**config.mk**
```make
export PLATFORM = sky130hd
export DESIGN_NAME = trimmed_mean_adc_monitor
export DESIGN_NICKNAME = d
export VERILOG_FILES = /design/src/rtl/core/tmam_pkg.sv /design/src/rtl/core/tmam_ram.sv /design/src/rtl/core/tmam_queue.sv /design/src/rtl/core/tmam_back.sv /design/src/rtl/core/trimmed_mean_adc_monitor.sv
export SDC_FILE = /design/constraint.sdc
export NUM_CORES = 2
export LEC_CHECK = 0
export ABC_CLOCK_PERIOD_IN_PS = 22600
export BUFFER_PORTS_ARGS = -buffer_cell sky130_fd_sc_hd__buf_2
export CORE_MARGIN = 2
export CORE_UTILIZATION = 40
export CTS_BUF_LIST = sky130_fd_sc_hd__clkbuf_4 sky130_fd_sc_hd__clkbuf_8
export CTS_CLUSTER_SIZE = 25
export DETAILED_ROUTE_END_ITERATION = 16
export PLACE_DENSITY = 0.56
export SLEW_MARGIN = 10
export SYNTH_ARGS = -nofsm -noshare
export SYNTH_HDL_FRONTEND = slang
export SYNTH_SLANG_ARGS = --single-unit
```
**constraint.sdc**
```tcl
create_clock -name aclk -period 22.6 [get_ports aclk]
set_input_delay 2.26 -clock aclk [delete_from_list [all_inputs] [get_ports aclk]]
set_output_delay 2.26 -clock aclk [all_outputs]
set_load 0.005 [all_outputs]
```
**src/rtl/core/tmam_pkg.sv**
```systemverilog
// Package for the trimmed-mean ADC monitor: sizes, payload and config types.
// No dependencies; imported by every module of the block except tmam_ram.
package tmam_pkg;

    localparam int SAMPLE_BITS    = 12;
    localparam int RING_DEPTH     = 10;
    localparam int SLOT_BITS      = $clog2(RING_DEPTH);
    localparam int TEMP_SLOTS     = 8;
    localparam int TEMP_SHIFT     = $clog2(TEMP_SLOTS);
    localparam int MEAN_SHIFT     = 3;
    localparam int SUM_BITS       = SAMPLE_BITS + $clog2(RING_DEPTH);
    localparam int TSUM_BITS      = SAMPLE_BITS + TEMP_SHIFT;
    localparam int GAIN_BITS      = 16;
    localparam int FRAC_BITS      = 8;
    localparam int OUT_BITS       = 16;
    localparam int TEMP_BITS      = 20;
    localparam int OFFSET_BITS    = 21;
    localparam int PROD_BITS      = SAMPLE_BITS + GAIN_BITS;
    localparam int SCALED_BITS    = PROD_BITS - FRAC_BITS;
    localparam int TPROD_BITS     = GAIN_BITS + SAMPLE_BITS + 1;
    localparam int TEMP_SUM_BITS  = TPROD_BITS + 1;
    localparam int LOW_LIMIT      = 10;
    localparam int ONE_Q88        = 256;
    localparam int QUEUE_DEPTH    = 2;
    localparam int QPTR_BITS      = $clog2(QUEUE_DEPTH);
    localparam int QCNT_BITS      = $clog2(QUEUE_DEPTH + 1);
    localparam int CFG_INDEX_BITS = 8;
    localparam int CFG_DATA_BITS  = OFFSET_BITS;

    // Channels that get the trimmed mean.
    localparam int CH_NEG  = 0;
    localparam int CH_POS  = 1;
    localparam int CH_CUR  = 2;
    localparam int TRIM_CH = 3;

    typedef enum logic [CFG_INDEX_BITS-1:0] {
        REG_CURRENT_GAIN = 0,
        REG_VOLTAGE_GAIN = 1,
        REG_TEMP_GAIN    = 2,
        REG_TEMP_OFFSET  = 3
    } tmam_reg_t;

    typedef struct packed {
        logic [SAMPLE_BITS-1:0] sample_temp;
        logic [SAMPLE_BITS-1:0] sample_neg;
        logic [SAMPLE_BITS-1:0] sample_pos;
        logic [SAMPLE_BITS-1:0] sample_current;
    } tmam_in_t;

    localparam int ROW_BITS = $bits(tmam_in_t);

    typedef struct packed {
        logic [OUT_BITS-1:0]    current_value;
        logic [OUT_BITS-1:0]    neg_value;
        logic [OUT_BITS-1:0]    pos_value;
        logic [OUT_BITS-1:0]    battery_voltage;
        logic                   reverse_flag;
        logic [SAMPLE_BITS-1:0] temp_average;
        logic [TEMP_BITS-1:0]   temperature;
    } tmam_out_t;

    typedef struct packed {
        logic [GAIN_BITS-1:0]          current_gain;
        logic [GAIN_BITS-1:0]          voltage_gain;
        logic signed [GAIN_BITS-1:0]   temp_gain;
        logic signed [OFFSET_BITS-1:0] temp_offset;
    } tmam_cfg_t;

endpackage

```
**src/rtl/core/tmam_ram.sv**
```systemverilog
// Generic single-write, single-read RAM with registered read data.
// No dependencies.
module tmam_ram #(
    parameter int WIDTH = 8,
    parameter int DEPTH = 16,
    localparam int AW   = $clog2(DEPTH)
) (
    input  logic             aclk,
    input  logic             wr_en,
    input  logic [AW-1:0]    wr_addr,
    input  logic [WIDTH-1:0] wr_data,
    input  logic             rd_en,
    input  logic [AW-1:0]    rd_addr,
    output logic [WIDTH-1:0] rd_data
);

    logic [WIDTH-1:0] mem_reg [DEPTH];
    logic [WIDTH-1:0] rd_data_reg;

    always_ff @(posedge aclk) begin
        if (wr_en) begin
            mem_reg[wr_addr] <= wr_data;
        end
        if (rd_en) begin
            rd_data_reg <= mem_reg[rd_addr];
        end
    end

    assign rd_data = rd_data_reg;

endmodule

```
**src/rtl/core/tmam_queue.sv**
```systemverilog
// Front end: accepts conversions and buffers them in a short queue for the back end.
// Depends on tmam_pkg.
module tmam_queue (
    input  logic              aclk,
    input  logic              aresetn,
    input  logic              s_valid,
    output logic              s_ready,
    input  tmam_pkg::tmam_in_t s_data,
    output logic              q_valid,
    input  logic              q_ready,
    output tmam_pkg::tmam_in_t q_data
);
    import tmam_pkg::*;

    tmam_in_t             entry_reg [QUEUE_DEPTH];
    logic [QPTR_BITS-1:0] wr_ptr_reg;
    logic [QPTR_BITS-1:0] rd_ptr_reg;
    logic [QCNT_BITS-1:0] count_reg;
    logic                 push;
    logic                 pop;

    assign s_ready = (count_reg != QCNT_BITS'(QUEUE_DEPTH));
    assign q_valid = (count_reg != '0);
    assign q_data  = entry_reg[rd_ptr_reg];
    assign push    = s_valid && s_ready;
    assign pop     = q_valid && q_ready;

    always_ff @(posedge aclk) begin
        if (!aresetn) begin
            wr_ptr_reg <= '0;
            rd_ptr_reg <= '0;
            count_reg  <= '0;
        end else begin
            if (push) begin
                entry_reg[wr_ptr_reg] <= s_data;
                wr_ptr_reg <= (wr_ptr_reg == QPTR_BITS'(QUEUE_DEPTH - 1)) ?
                              '0 : wr_ptr_reg + 1'b1;
            end
            if (pop) begin
                rd_ptr_reg <= (rd_ptr_reg == QPTR_BITS'(QUEUE_DEPTH - 1)) ?
                              '0 : rd_ptr_reg + 1'b1;
            end
            if (push && !pop) begin
                count_reg <= count_reg + 1'b1;
            end else if (pop && !push) begin
                count_reg <= count_reg - 1'b1;
            end
        end
    end

endmodule

```
**src/rtl/core/tmam_back.sv**
```systemverilog
// Back end: owns the sample ring, sweeps it for trimmed means, scales and
// registers the result. Depends on tmam_pkg and tmam_ram.
module tmam_back (
    input  logic                aclk,
    input  logic                aresetn,
    input  tmam_pkg::tmam_cfg_t cfg,
    input  logic                q_valid,
    output logic                q_ready,
    input  tmam_pkg::tmam_in_t  q_data,
    output logic                m_valid,
    input  logic                m_ready,
    output tmam_pkg::tmam_out_t m_data
);
    import tmam_pkg::*;

    typedef enum logic [2:0] {
        S_IDLE,
        S_READ,
        S_LAST,
        S_TRIM,
        S_MUL,
        S_DONE
    } state_t;

    localparam logic signed [TEMP_SUM_BITS-1:0] ONE_S = TEMP_SUM_BITS'(ONE_Q88);
    localparam logic signed [TEMP_SUM_BITS-1:0] MAX_S =
        TEMP_SUM_BITS'((64'd1 << TEMP_BITS) - 64'd1);

    state_t                  state_reg;
    logic [SLOT_BITS-1:0]    slot_reg;
    logic [SLOT_BITS-1:0]    rd_cnt_reg;
    logic [SLOT_BITS-1:0]    row_idx_reg;
    logic [RING_DEPTH-1:0]   valid_reg;
    logic                    row_ok_reg;
    logic [SUM_BITS-1:0]     sum_reg  [TRIM_CH];
    logic [SAMPLE_BITS-1:0]  lo_reg   [TRIM_CH];
    logic [SAMPLE_BITS-1:0]  hi_reg   [TRIM_CH];
    logic [SAMPLE_BITS-1:0]  mean_reg [TRIM_CH];
    logic [PROD_BITS-1:0]    prod_reg [TRIM_CH];
    logic [TSUM_BITS-1:0]    tsum_reg;
    logic [SAMPLE_BITS-1:0]  tavg_reg;
    logic signed [TPROD_BITS-1:0] tprod_reg;
    logic                    m_valid_reg;
    tmam_out_t               m_data_reg;

    logic                    ram_wr_en;
    logic                    ram_rd_en;
    logic [ROW_BITS-1:0]     ram_rd_data;

    tmam_in_t                row;
    logic [SAMPLE_BITS-1:0]  row_val  [TRIM_CH];
    logic [SUM_BITS-1:0]     sum_next [TRIM_CH];
    logic [SAMPLE_BITS-1:0]  lo_next  [TRIM_CH];
    logic [SAMPLE_BITS-1:0]  hi_next  [TRIM_CH];
    logic [SUM_BITS-1:0]     diff     [TRIM_CH];
    logic [SAMPLE_BITS-1:0]  mean_next[TRIM_CH];
    logic [TSUM_BITS-1:0]    tsum_next;
    logic                    acc_en;
    logic [OUT_BITS-1:0]     sat      [TRIM_CH];
    logic [SCALED_BITS-1:0]  scaled   [TRIM_CH];
    logic [OUT_BITS-1:0]     cur_val;
    logic [OUT_BITS-1:0]     neg_val;
    logic [OUT_BITS-1:0]     pos_val;
    logic signed [TEMP_SUM_BITS-1:0] t_sum;
    tmam_out_t               res;

    tmam_ram #(
        .WIDTH (ROW_BITS),
        .DEPTH (RING_DEPTH)
    ) u_ring (
        .aclk    (aclk),
        .wr_en   (ram_wr_en),
        .wr_addr (slot_reg),
        .wr_data (q_data),
        .rd_en   (ram_rd_en),
        .rd_addr (rd_cnt_reg),
        .rd_data (ram_rd_data)
    );

    assign q_ready   = (state_reg == S_IDLE);
    assign ram_wr_en = q_valid && q_ready;
    assign ram_rd_en = (state_reg == S_READ);
    assign acc_en    = ((state_reg == S_READ) && (rd_cnt_reg != '0)) || (state_reg == S_LAST);

    // Ring accumulation; a row never written reads as zero.
    always_comb begin
        row = row_ok_reg ? tmam_in_t'(ram_rd_data) : '0;
        row_val[CH_NEG] = row.sample_neg;
        row_val[CH_POS] = row.sample_pos;
        row_val[CH_CUR] = row.sample_current;
        for (int ch = 0; ch < TRIM_CH; ch++) begin
            sum_next[ch]  = sum_reg[ch] + SUM_BITS'(row_val[ch]);
            lo_next[ch]   = (row_val[ch] < lo_reg[ch]) ? row_val[ch] : lo_reg[ch];
            hi_next[ch]   = (row_val[ch] > hi_reg[ch]) ? row_val[ch] : hi_reg[ch];
            diff[ch]      = sum_reg[ch] - SUM_BITS'(lo_reg[ch]) - SUM_BITS'(hi_reg[ch]);
            mean_next[ch] = SAMPLE_BITS'(diff[ch] >> MEAN_SHIFT);
        end
        tsum_next = (row_idx_reg < SLOT_BITS'(TEMP_SLOTS)) ?
                    tsum_reg + TSUM_BITS'(row.sample_temp) : tsum_reg;
    end

    // Saturate, threshold and combine the registered products.
    always_comb begin
        for (int ch = 0; ch < TRIM_CH; ch++) begin
            scaled[ch] = prod_reg[ch][PROD_BITS-1:FRAC_BITS];
            sat[ch]    = (|scaled[ch][SCALED_BITS-1:OUT_BITS]) ?
                         '1 : scaled[ch][OUT_BITS-1:0];
        end
        cur_val = (sat[CH_CUR] < OUT_BITS'(LOW_LIMIT))  ? '0 : sat[CH_CUR];
        neg_val = (sat[CH_NEG] <= OUT_BITS'(LOW_LIMIT)) ? '0 : sat[CH_NEG];
        pos_val = (sat[CH_POS] <= OUT_BITS'(LOW_LIMIT)) ? '0 : sat[CH_POS];
        t_sum   = {{(TEMP_SUM_BITS - TPROD_BITS){tprod_reg[TPROD_BITS-1]}}, tprod_reg} +
                  {{(TEMP_SUM_BITS - OFFSET_BITS){cfg.temp_offset[OFFSET_BITS-1]}},
                   cfg.temp_offset};

        res.current_value   = cur_val;
        res.neg_value       = neg_val;
        res.pos_value       = pos_val;
        res.reverse_flag    = (neg_val > pos_val);
        res.battery_voltage = (neg_val > pos_val) ? '0 : pos_val - neg_val;
        res.temp_average    = tavg_reg;
        if (t_sum <= ONE_S) begin
            res.temperature = '0;
        end else if (t_sum > MAX_S) begin
            res.temperature = '1;
        end else begin
            res.temperature = t_sum[TEMP_BITS-1:0];
        end
    end

    always_ff @(posedge aclk) begin
        if (!aresetn) begin
            state_reg   <= S_IDLE;
            slot_reg    <= '0;
            valid_reg   <= '0;
            m_valid_reg <= 1'b0;
        end else begin
            // Drop a taken result; the done state reloads the register itself.
            if (m_ready && (state_reg != S_DONE)) begin
                m_valid_reg <= 1'b0;
            end
            if (acc_en) begin
                for (int ch = 0; ch < TRIM_CH; ch++) begin
                    sum_reg[ch] <= sum_next[ch];
                    lo_reg[ch]  <= lo_next[ch];
                    hi_reg[ch]  <= hi_next[ch];
                end
                tsum_reg <= tsum_next;
            end
            case (state_reg)
                S_IDLE: begin
                    if (q_valid) begin
                        valid_reg[slot_reg] <= 1'b1;
                        slot_reg <= (slot_reg == SLOT_BITS'(RING_DEPTH - 1)) ?
                                    '0 : slot_reg + 1'b1;
                        rd_cnt_reg <= '0;
                        for (int ch = 0; ch < TRIM_CH; ch++) begin
                            sum_reg[ch] <= '0;
                            lo_reg[ch]  <= '1;
                            hi_reg[ch]  <= '0;
                        end
                        tsum_reg  <= '0;
                        state_reg <= S_READ;
                    end
                end
                S_READ: begin
                    row_ok_reg  <= valid_reg[rd_cnt_reg];
                    row_idx_reg <= rd_cnt_reg;
                    if (rd_cnt_reg == SLOT_BITS'(RING_DEPTH - 1)) begin
                        state_reg <= S_LAST;
                    end else begin
                        rd_cnt_reg <= rd_cnt_reg + 1'b1;
                    end
                end
                S_LAST: begin
                    state_reg <= S_TRIM;
                end
                S_TRIM: begin
                    for (int ch = 0; ch < TRIM_CH; ch++) begin
                        mean_reg[ch] <= mean_next[ch];
                    end
                    tavg_reg  <= tsum_reg[TSUM_BITS-1:TEMP_SHIFT];
                    state_reg <= S_MUL;
                end
                S_MUL: begin
                    prod_reg[CH_NEG] <= PROD_BITS'(mean_reg[CH_NEG]) *
                                        PROD_BITS'(cfg.voltage_gain);
                    prod_reg[CH_POS] <= PROD_BITS'(mean_reg[CH_POS]) *
                                        PROD_BITS'(cfg.voltage_gain);
                    prod_reg[CH_CUR] <= PROD_BITS'(mean_reg[CH_CUR]) *
                                        PROD_BITS'(cfg.current_gain);
                    tprod_reg <= TPROD_BITS'($signed(cfg.temp_gain)) *
                                 TPROD_BITS'($signed({1'b0, tavg_reg}));
                    state_reg <= S_DONE;
                end
                S_DONE: begin
                    // Hold here until the output register is free.
                    if (!m_valid_reg || m_ready) begin
                        m_data_reg  <= res;
                        m_valid_reg <= 1'b1;
                        state_reg   <= S_IDLE;
                    end
                end
                default: begin
                    state_reg <= S_IDLE;
                end
            endcase
        end
    end

    assign m_valid = m_valid_reg;
    assign m_data  = m_data_reg;

endmodule

```
**src/rtl/core/trimmed_mean_adc_monitor.sv**
```systemverilog
// Top level of the trimmed-mean ADC monitor: config registers, front queue, back end.
// Depends on tmam_pkg, tmam_queue and tmam_back.
// Use:
//   s_valid/s_ready/s_data carry one completed four-channel conversion per
//   transfer (temperature, negative, positive, current counts).
//   m_valid/m_ready/m_data carry one result per conversion: scaled trimmed
//   means, battery voltage, reverse flag, temperature average and temperature.
//   cfg_valid/cfg_ready/cfg_index/cfg_data write the four gain and offset
//   registers; cfg_ready is always high, and unknown indexes are dropped.
//   Write configuration only while no conversion is in flight.
// Flow:
//   each conversion moves from the queue to the back end, which writes the ring,
//   reads its ten rows through the one RAM read port, folds in the last row,
//   trims, multiplies, then registers the result before it takes the next one.
// Reset:
//   aresetn low clears the ring valid bits, write slot, queue and output, and
//   loads the register reset values; the ring reads as all zero at once.
// Stall:
//   A held result stays on m_data; the back end finishes the next item and
//   waits, and the two-entry queue keeps accepting until it fills.
module trimmed_mean_adc_monitor (
    input  logic                                  aclk,
    input  logic                                  aresetn,
    input  logic                                  s_valid,
    output logic                                  s_ready,
    input  tmam_pkg::tmam_in_t                    s_data,
    output logic                                  m_valid,
    input  logic                                  m_ready,
    output tmam_pkg::tmam_out_t                   m_data,
    input  logic                                  cfg_valid,
    output logic                                  cfg_ready,
    input  logic [tmam_pkg::CFG_INDEX_BITS-1:0]   cfg_index,
    input  logic [tmam_pkg::CFG_DATA_BITS-1:0]    cfg_data
);
    import tmam_pkg::*;

    tmam_cfg_t cfg_reg;
    logic      q_valid;
    logic      q_ready;
    tmam_in_t  q_data;

    // Configuration is always taken; only the low bits of each register are kept.
    assign cfg_ready = 1'b1;

    always_ff @(posedge aclk) begin
        if (!aresetn) begin
            cfg_reg.current_gain <= GAIN_BITS'(ONE_Q88);
            cfg_reg.voltage_gain <= GAIN_BITS'(ONE_Q88);
            cfg_reg.temp_gain    <= GAIN_BITS'(ONE_Q88);
            cfg_reg.temp_offset  <= '0;
        end else if (cfg_valid) begin
            case (cfg_index)
                REG_CURRENT_GAIN: cfg_reg.current_gain <= cfg_data[GAIN_BITS-1:0];
                REG_VOLTAGE_GAIN: cfg_reg.voltage_gain <= cfg_data[GAIN_BITS-1:0];
                REG_TEMP_GAIN:    cfg_reg.temp_gain    <= cfg_data[GAIN_BITS-1:0];
                REG_TEMP_OFFSET:  cfg_reg.temp_offset  <= cfg_data[OFFSET_BITS-1:0];
                default: begin
                    // Drop writes to unknown indexes.
                end
            endcase
        end
    end

    // Front: take conversions and buffer them.
    tmam_queue u_front (
        .aclk    (aclk),
        .aresetn (aresetn),
        .s_valid (s_valid),
        .s_ready (s_ready),
        .s_data  (s_data),
        .q_valid (q_valid),
        .q_ready (q_ready),
        .q_data  (q_data)
    );

    // Back: ring update, sweep, scaling and result register.
    tmam_back u_back (
        .aclk    (aclk),
        .aresetn (aresetn),
        .cfg     (cfg_reg),
        .q_valid (q_valid),
        .q_ready (q_ready),
        .q_data  (q_data),
        .m_valid (m_valid),
        .m_ready (m_ready),
        .m_data  (m_data)
    );

endmodule

```
# After elaboration in Yosys (flattened, before gate mapping)
# Memory sizes are Yosys's and may differ from the RTL's. A register that Yosys moved wholly into a read port is not among the register bits.
# Index checks and enable logic that the tools add are counted.
# op_classes
mul	4
order_cmp	16
shifts	0
n_eq_ne	16
n_reduce_logical	32
addsub	18
div	0
bitwise	10
muxes	65
# op_table
cell	n
two-way mux 12 bit	12
two-way mux 16 bit	8
subtractor 15 x 12 -> 15 bit	6
multiplier 12 x 16 -> 28 bit	3
two-way mux 15 bit	4
adder 16 x 12 -> 16 bit	3
two-way mux 48 bit	1
> comparator 12 bit	3
less-than comparator 12 bit	3
less-or-equal comparator 16 x 4 -> 1 bit, second input constant	2
adder 29 x 21 -> 30 bit	1
> comparator 30 x 21 -> 1 bit, second input constant	1
less-or-equal comparator 30 x 10 -> 1 bit, second input constant	1
multiplier 16 x 13 -> 29 bit	1
two-way mux 1 bit	27
two-way mux 20 bit	1
one-hot mux 3 bit (6 select lines)	1
equality test 8 x 2 -> 1 bit, second input constant	2
> comparator 16 bit	1
less-than comparator 16 x 4 -> 1 bit, second input constant	1
AND reduction 2 bit	8
subtractor 16 bit	1
adder 15 x 12 -> 15 bit	1
two-way mux 4 bit	3
32 further kinds	66
# totals
n_memories	7
ff_bits	253
output_inout_bits	100
inputBits	82
ram_bits	816
rom_bits	0
latchBits	0
word_cells	192
# memory_table
memory	depth	word_bits	rd	rd_ports_with_merged_regs	wr	line	text
u_back.u_ring.mem_reg	10	48	1	1	1	tmam_ram.sv:17	logic [WIDTH-1:0] mem_reg [DEPTH];
u_front.entry_reg	2	48	1	1	1	tmam_queue.sv:15	tmam_in_t entry_reg [QUEUE_DEPTH];
u_back.prod_reg	3	28	3	0	3	tmam_back.sv:39	logic [PROD_BITS-1:0] prod_reg [TRIM_CH];
u_back.sum_reg	3	16	3	0	3	tmam_back.sv:35	logic [SUM_BITS-1:0] sum_reg [TRIM_CH];
u_back.hi_reg	3	12	3	0	3	tmam_back.sv:37	logic [SAMPLE_BITS-1:0] hi_reg [TRIM_CH];
u_back.lo_reg	3	12	3	0	3	tmam_back.sv:36	logic [SAMPLE_BITS-1:0] lo_reg [TRIM_CH];
1 more memories	n/a	n/a	n/a	n/a	n/a	n/a	

# Depth between registers and ports, before layout
# logic_depth
depth_word	7
mapped_depth	23
depth_no_buf	22

# Modules after synthesis
# A second synthesis with hierarchy kept.
# unflattened
hier_cells	6268
area_unflattened_um2	72709.7
# modules_own_cells
mod	area_per_inst_um2	cells_per_inst	n_inst
tmam_back	46191.8	4799	1
tmam_ram	20191.9	1038	1
tmam_queue	3694.8	176	1
trimmed_mean_adc_monitor	2631.3	255	1

# Least setup slack after synthesis
# No wires, ideal clock.
# synth_timing
path_type	in2reg
from	input aresetn
to	register u_back.m_data_reg (netlist bit u_back.m_data[0]) (enable)
t_arrival_ns	9.266
setup_slack_ns	12.662
required_time_ns	21.928
path_buffers	1
cell_stages	3
setup_time_ns	0.672
cell_sequence	clkbuf_1 > nand2_1 > nor3_1
# synth_via
elab_chain_len	1
# synth_lines
item	line	text
from (decl)	trimmed_mean_adc_monitor.sv:23	input logic aresetn,
AND reduction 3 bit (no line)	n/a	
to (signal assigned)	tmam_back.sv:199	m_data_reg <= res;
to (decl)	tmam_back.sv:44	tmam_out_t m_data_reg;
# Every way passes these cells.
# A chain may end at the register's enable or synchronous reset.

# Final worst setup path
# layout_timing
from	register u_back.tavg_reg[1]
to	register u_back.tprod_reg[27] (data pin)
# layout_via
elab_chain_len	1
# layout_lines
item	line	text
from (decl)	tmam_back.sv:41	logic [SAMPLE_BITS-1:0] tavg_reg;
from (signal assigned)	tmam_back.sv:182	tavg_reg <= tsum_reg[TSUM_BITS-1:TEMP_SHIFT];
multiplier 16 x 13 -> 29 bit	tmam_back.sv:192	tprod_reg <= TPROD_BITS'($signed(cfg.temp_gain)) *
to (signal assigned)	tmam_back.sv:192	
to (decl)	tmam_back.sv:42	logic signed [TPROD_BITS-1:0] tprod_reg;
# Every way passes these cells.

==> impl_summary.log <==
INFO  metric seq_power_share = 41.7%
INFO  metric setup_tns = 0 ps
INFO  metric ys_async_sr_fraction = 0%
INFO  metric setup.reg_to_reg.worst_slack = roughly 16000 ps
INFO  metric grt_overflow_total = 0
INFO  metric dr.first_iter.drc_count = 2479
INFO  metric drc_markers = 0
INFO  metric timing_hold_violations_final = 0
INFO  metric switching_share = between 30% and 40%
INFO  metric seq_area = 31800 µm²
INFO  metric synth_flop_cell = edfxtp_1
INFO  metric synthesis.instances = 6056
INFO  metric path_max_fanout = 17
INFO  metric ys_types = 86
INFO  metric placed_cells_incl_taps = around 8400
INFO  metric syn_nets = about 7200
INFO  metric htreeDepth = 4
INFO  metric finish.cell_count_without_fillers = roughly 9000
INFO  metric cts.reportedPaths.clkPinSlew = 60 ps
INFO  metric routability_driven_placement_congestion_ratio = 0.853
INFO  metric clock_power_share = between 20% and 30%
INFO  metric cts_hold_buf = 0
INFO  metric comb_power_share = between 30% and 40%
INFO  metric worst_path_most_repeated_cell = fa_1
INFO  metric cts_sinks = around 1100
INFO  metric hpwl = 114 mm
INFO  metric vias = around 44000
INFO  metric die_height = around 430 µm
INFO  metric hold_class = reg -> reg
INFO  metric syn2layout_area_growth = 10.4%
INFO  metric cts.path.max_buffers = 3
INFO  metric final_net_count = around 7400
INFO  metric clock_latency = about 950 ps
INFO  metric postSynthRegisterBits = approximately 1100
INFO  metric post-route-min-period = 6730 ps
INFO  metric cellLeakagePower = around 33 nW
INFO  metric totalPowerFinal = between 6 and 7 mW
INFO  metric irDropWorstVdd = 99.3 µV
INFO  metric worst_r2r_path_depth = 21
INFO  metric drt_wl_total = ~160 mm
INFO  metric synth_most_common_cell = edfxtp_1
INFO  metric synthDominantAreaCellType = edfxtp_1
INFO  metric global_route.usage.total = between 10% and 20%
INFO  metric ys_seq_area_share = 44.1%
INFO  metric final-setup-viol-count = 0
INFO  metric grt_pass1_vias = 46327
INFO  metric synth_common_cells = edfxtp_1, inv_1, fa_1, nand2_1, ha_1
INFO  metric numPortBuffers = between 150 and 200
INFO  metric holdCritStartpoint = u_back.valid_reg[6]
INFO  metric worstSetupPathType = reg -> reg
INFO  metric final_min_period_over_clock_period = 29.8%
INFO  metric netSwitchingPower = approximately 2.2 mW
INFO  metric tritoncts_clock_tree = built
INFO  metric postCtsSetupRepairBufs = 0
INFO  metric syn_std_cell_area = between 70000 and 80000 µm²
INFO  metric fill_cells = around 17000
INFO  metric initial_antenna_violation_count = 6
INFO  metric worst-slew-pin-transition = ~1100 ps
INFO  metric synth_warnings = 0
INFO  metric top_cell_type_s_share_of_synthesized_area = 41.5%
INFO  metric flip_flop_count_of_the_largest_register_after_layout = 480
INFO  metric ant_nets = 0
INFO  metric multi_input_area = 35900 µm²
INFO  metric worst_slew_margin_rel = approximately a quarter
INFO  metric p_int = around 4.6 mW
INFO  metric top_level_ports = around 180
INFO  metric dieWidth = about 430 µm
INFO  metric die_area = around 180000 µm²
INFO  metric netlist_top_cells_area = edfxtp_1, fa_1, ha_1
INFO  metric grt_setup_unrepaired = no
INFO  metric std_cell_rows = roughly 160
INFO  metric initial_core_utilization = roughly 40%
INFO  metric post_route_cells_drive_above_1_share = 11.5%
INFO  metric max_cap_violations = 0
INFO  metric cp.arrival = around 7400 ps
INFO  metric setup.worst_path.start_class = flop
INFO  metric root_buffer = clkbuf_8
INFO  metric hold-path-endpoint = u_back.valid_reg[6]
INFO  metric core = roughly 180000 µm²
INFO  metric cts_inserted_buffers = 190
INFO  metric status = finished clean
INFO  metric number_of_synthesized_flops_with_an_enable_pin = about 1000
INFO  metric grt_pass1_wl = 262 mm
INFO  metric slowest_stage = edfxtp_1
INFO  metric reg2reg_from = u_back.tavg_reg[1]
INFO  metric mean_instance_size_in_the_synthesized_netlist = around 12 µm²
INFO  metric drt_first_pass_iters = 5
INFO  metric required = 23230 ps
INFO  metric finalMaxSlewViolations = 0
INFO  metric clock.fmax = approximately 150 MHz
INFO  metric hold_depth = 2
INFO  metric crit_path_max_incr_delay = roughly 610 ps
INFO  metric cts_resized = 0
INFO  metric worstSetupEndpointType = flop
INFO  metric power-per-cell-area = between 80 and 90 nW/µm²
INFO  metric routed_wire_length_per_instance = roughly 19 µm
INFO  metric drt-vias-per-instance = between 4 and 5
INFO  metric timing.rr.end = u_back.tprod_reg[27]
INFO  metric grt_max_degree = roughly 110
INFO  metric finalClockSkew = between 50 and 60 ps
INFO  metric timing.critical_path.cells = and2_1 > fa_1 > inv_1 > fa_1 > inv_1 > fa_1 > inv_1 > fa_1 > fa_1 > inv_1 > ha_1 > o21ai_0 > a21boi_0 > o21ai_0 > o211ai_1 > o41ai_1 > o21a_1 > a21oi_1 > a21oi_1 > o21ai_0 > xor2_1
==> worst max path at each step <==
stage,start,endpoint,slack [ps],cells past startpoint
floorplan,aresetn,u_back.m_data[0],12660,3
global route,u_back.tavg_reg[1],u_back.tprod_reg[27],15340,21
CTS,u_back.tavg_reg[1],u_back.tprod_reg[27],15870,21
detailed placement,u_back.tavg_reg[1],u_back.tprod_reg[27],15930,21
finish,u_back.tavg_reg[1],u_back.tprod_reg[27],15870,21
global placement,u_back.tavg_reg[1],u_back.tprod_reg[27],15960,21
==> layout by cell type (no fill, tap or decap), types with 91 or more instances in the layout <==
| cell type | instances |
|---|---|
| edfxtp_1 | 996 |
| inv_1 | 955 |
| fa_1 | 634 |
| nand2_1 | 617 |
| ha_1 | 458 |
| and2_1 | 324 |
| nor2_1 | 304 |
| clkbuf_8 | 200 |
| a21oi_1 | 195 |
| buf_2 | 180 |
| mux2i_1 | 130 |
| xnor2_1 | 122 |
| o21ai_0 | 104 |
| mux4_2 | 97 |
| nor2b_1 | 92 |
| dfxtp_1 | 91 |
==> power groups by stage <==
stage / logic [mW] / registers (mW) / clock network [mW]
2_1_floorplan: 1.63 / 2.82 / 0
3_3_place_gp: 2.12 / 2.88 / 0
3_5_place_dp: 2.16 / 2.89 / 0
4_1_cts: 2.17 / 2.85 / 1.91
5_1_grt: 2.44 / 2.87 / 1.99
6_report: 2.13 / 2.85 / 1.84
==> area by class of cell <==
type                            count  area share (%)
Tap cell                         2355            3.71
Clock buffer                      267            4.10
Clock inverter                     77           0.801
Antenna cell                        5          0.0157
Multi-Input combinational cell   3785            45.2
Sequential cell                  1088            40.0
Timing Repair Buffer              239            1.71
Inverter                          958            4.53
==> kinds of logic (layout without fill, tap and decap cells) <==
kind of cell    after synthesis  count (layout)  synth area share [%]
compound gates              591             591                  5.33
xor+xnor                    184             184                  2.24
fa+ha+maj                  1092            1092                  25.6
buf+inv                    1183            1541                  6.19
flops                      1088            1088                  44.1
mux                         277             277                  5.62
other cells                   1               6               0.00521
simple gates               1640            1640                  10.9
==> critical path, delay by kind of cell (launching register included) <==
kind,cells,cell delay (ps)
compound gates,9,2370
xor+xnor,1,170
fa+ha+maj,6,2800
buf+inv,4,200
flops,1,610
simple gates,1,280
==> per-layer routing <==
layer / global-route usage [%] / wire, µm
met1: 24.3 / 74300
met5: 0 / 27
met2: 30.0 / 77200
met3: 3.04 / 7130
met4: 5.38 / 4410
==> per-stage QoR <==
step | instance area [µm²] | utilization (%) | hold slack [ps] | setup WS, ps
finish | 79500 | 44.5 | 468 | 15870
floorplan | 72000 | - | 435 | 12660
detailed placement | 75600 | 42.3 | 459 | 15930
global placement | 75600 | 42.3 | 445 | 15960
CTS | 79400 | 44.5 | 472 | 15870
global route | 79500 | 44.5 | 478 | 15340
(Power assumes the default switching activity.)
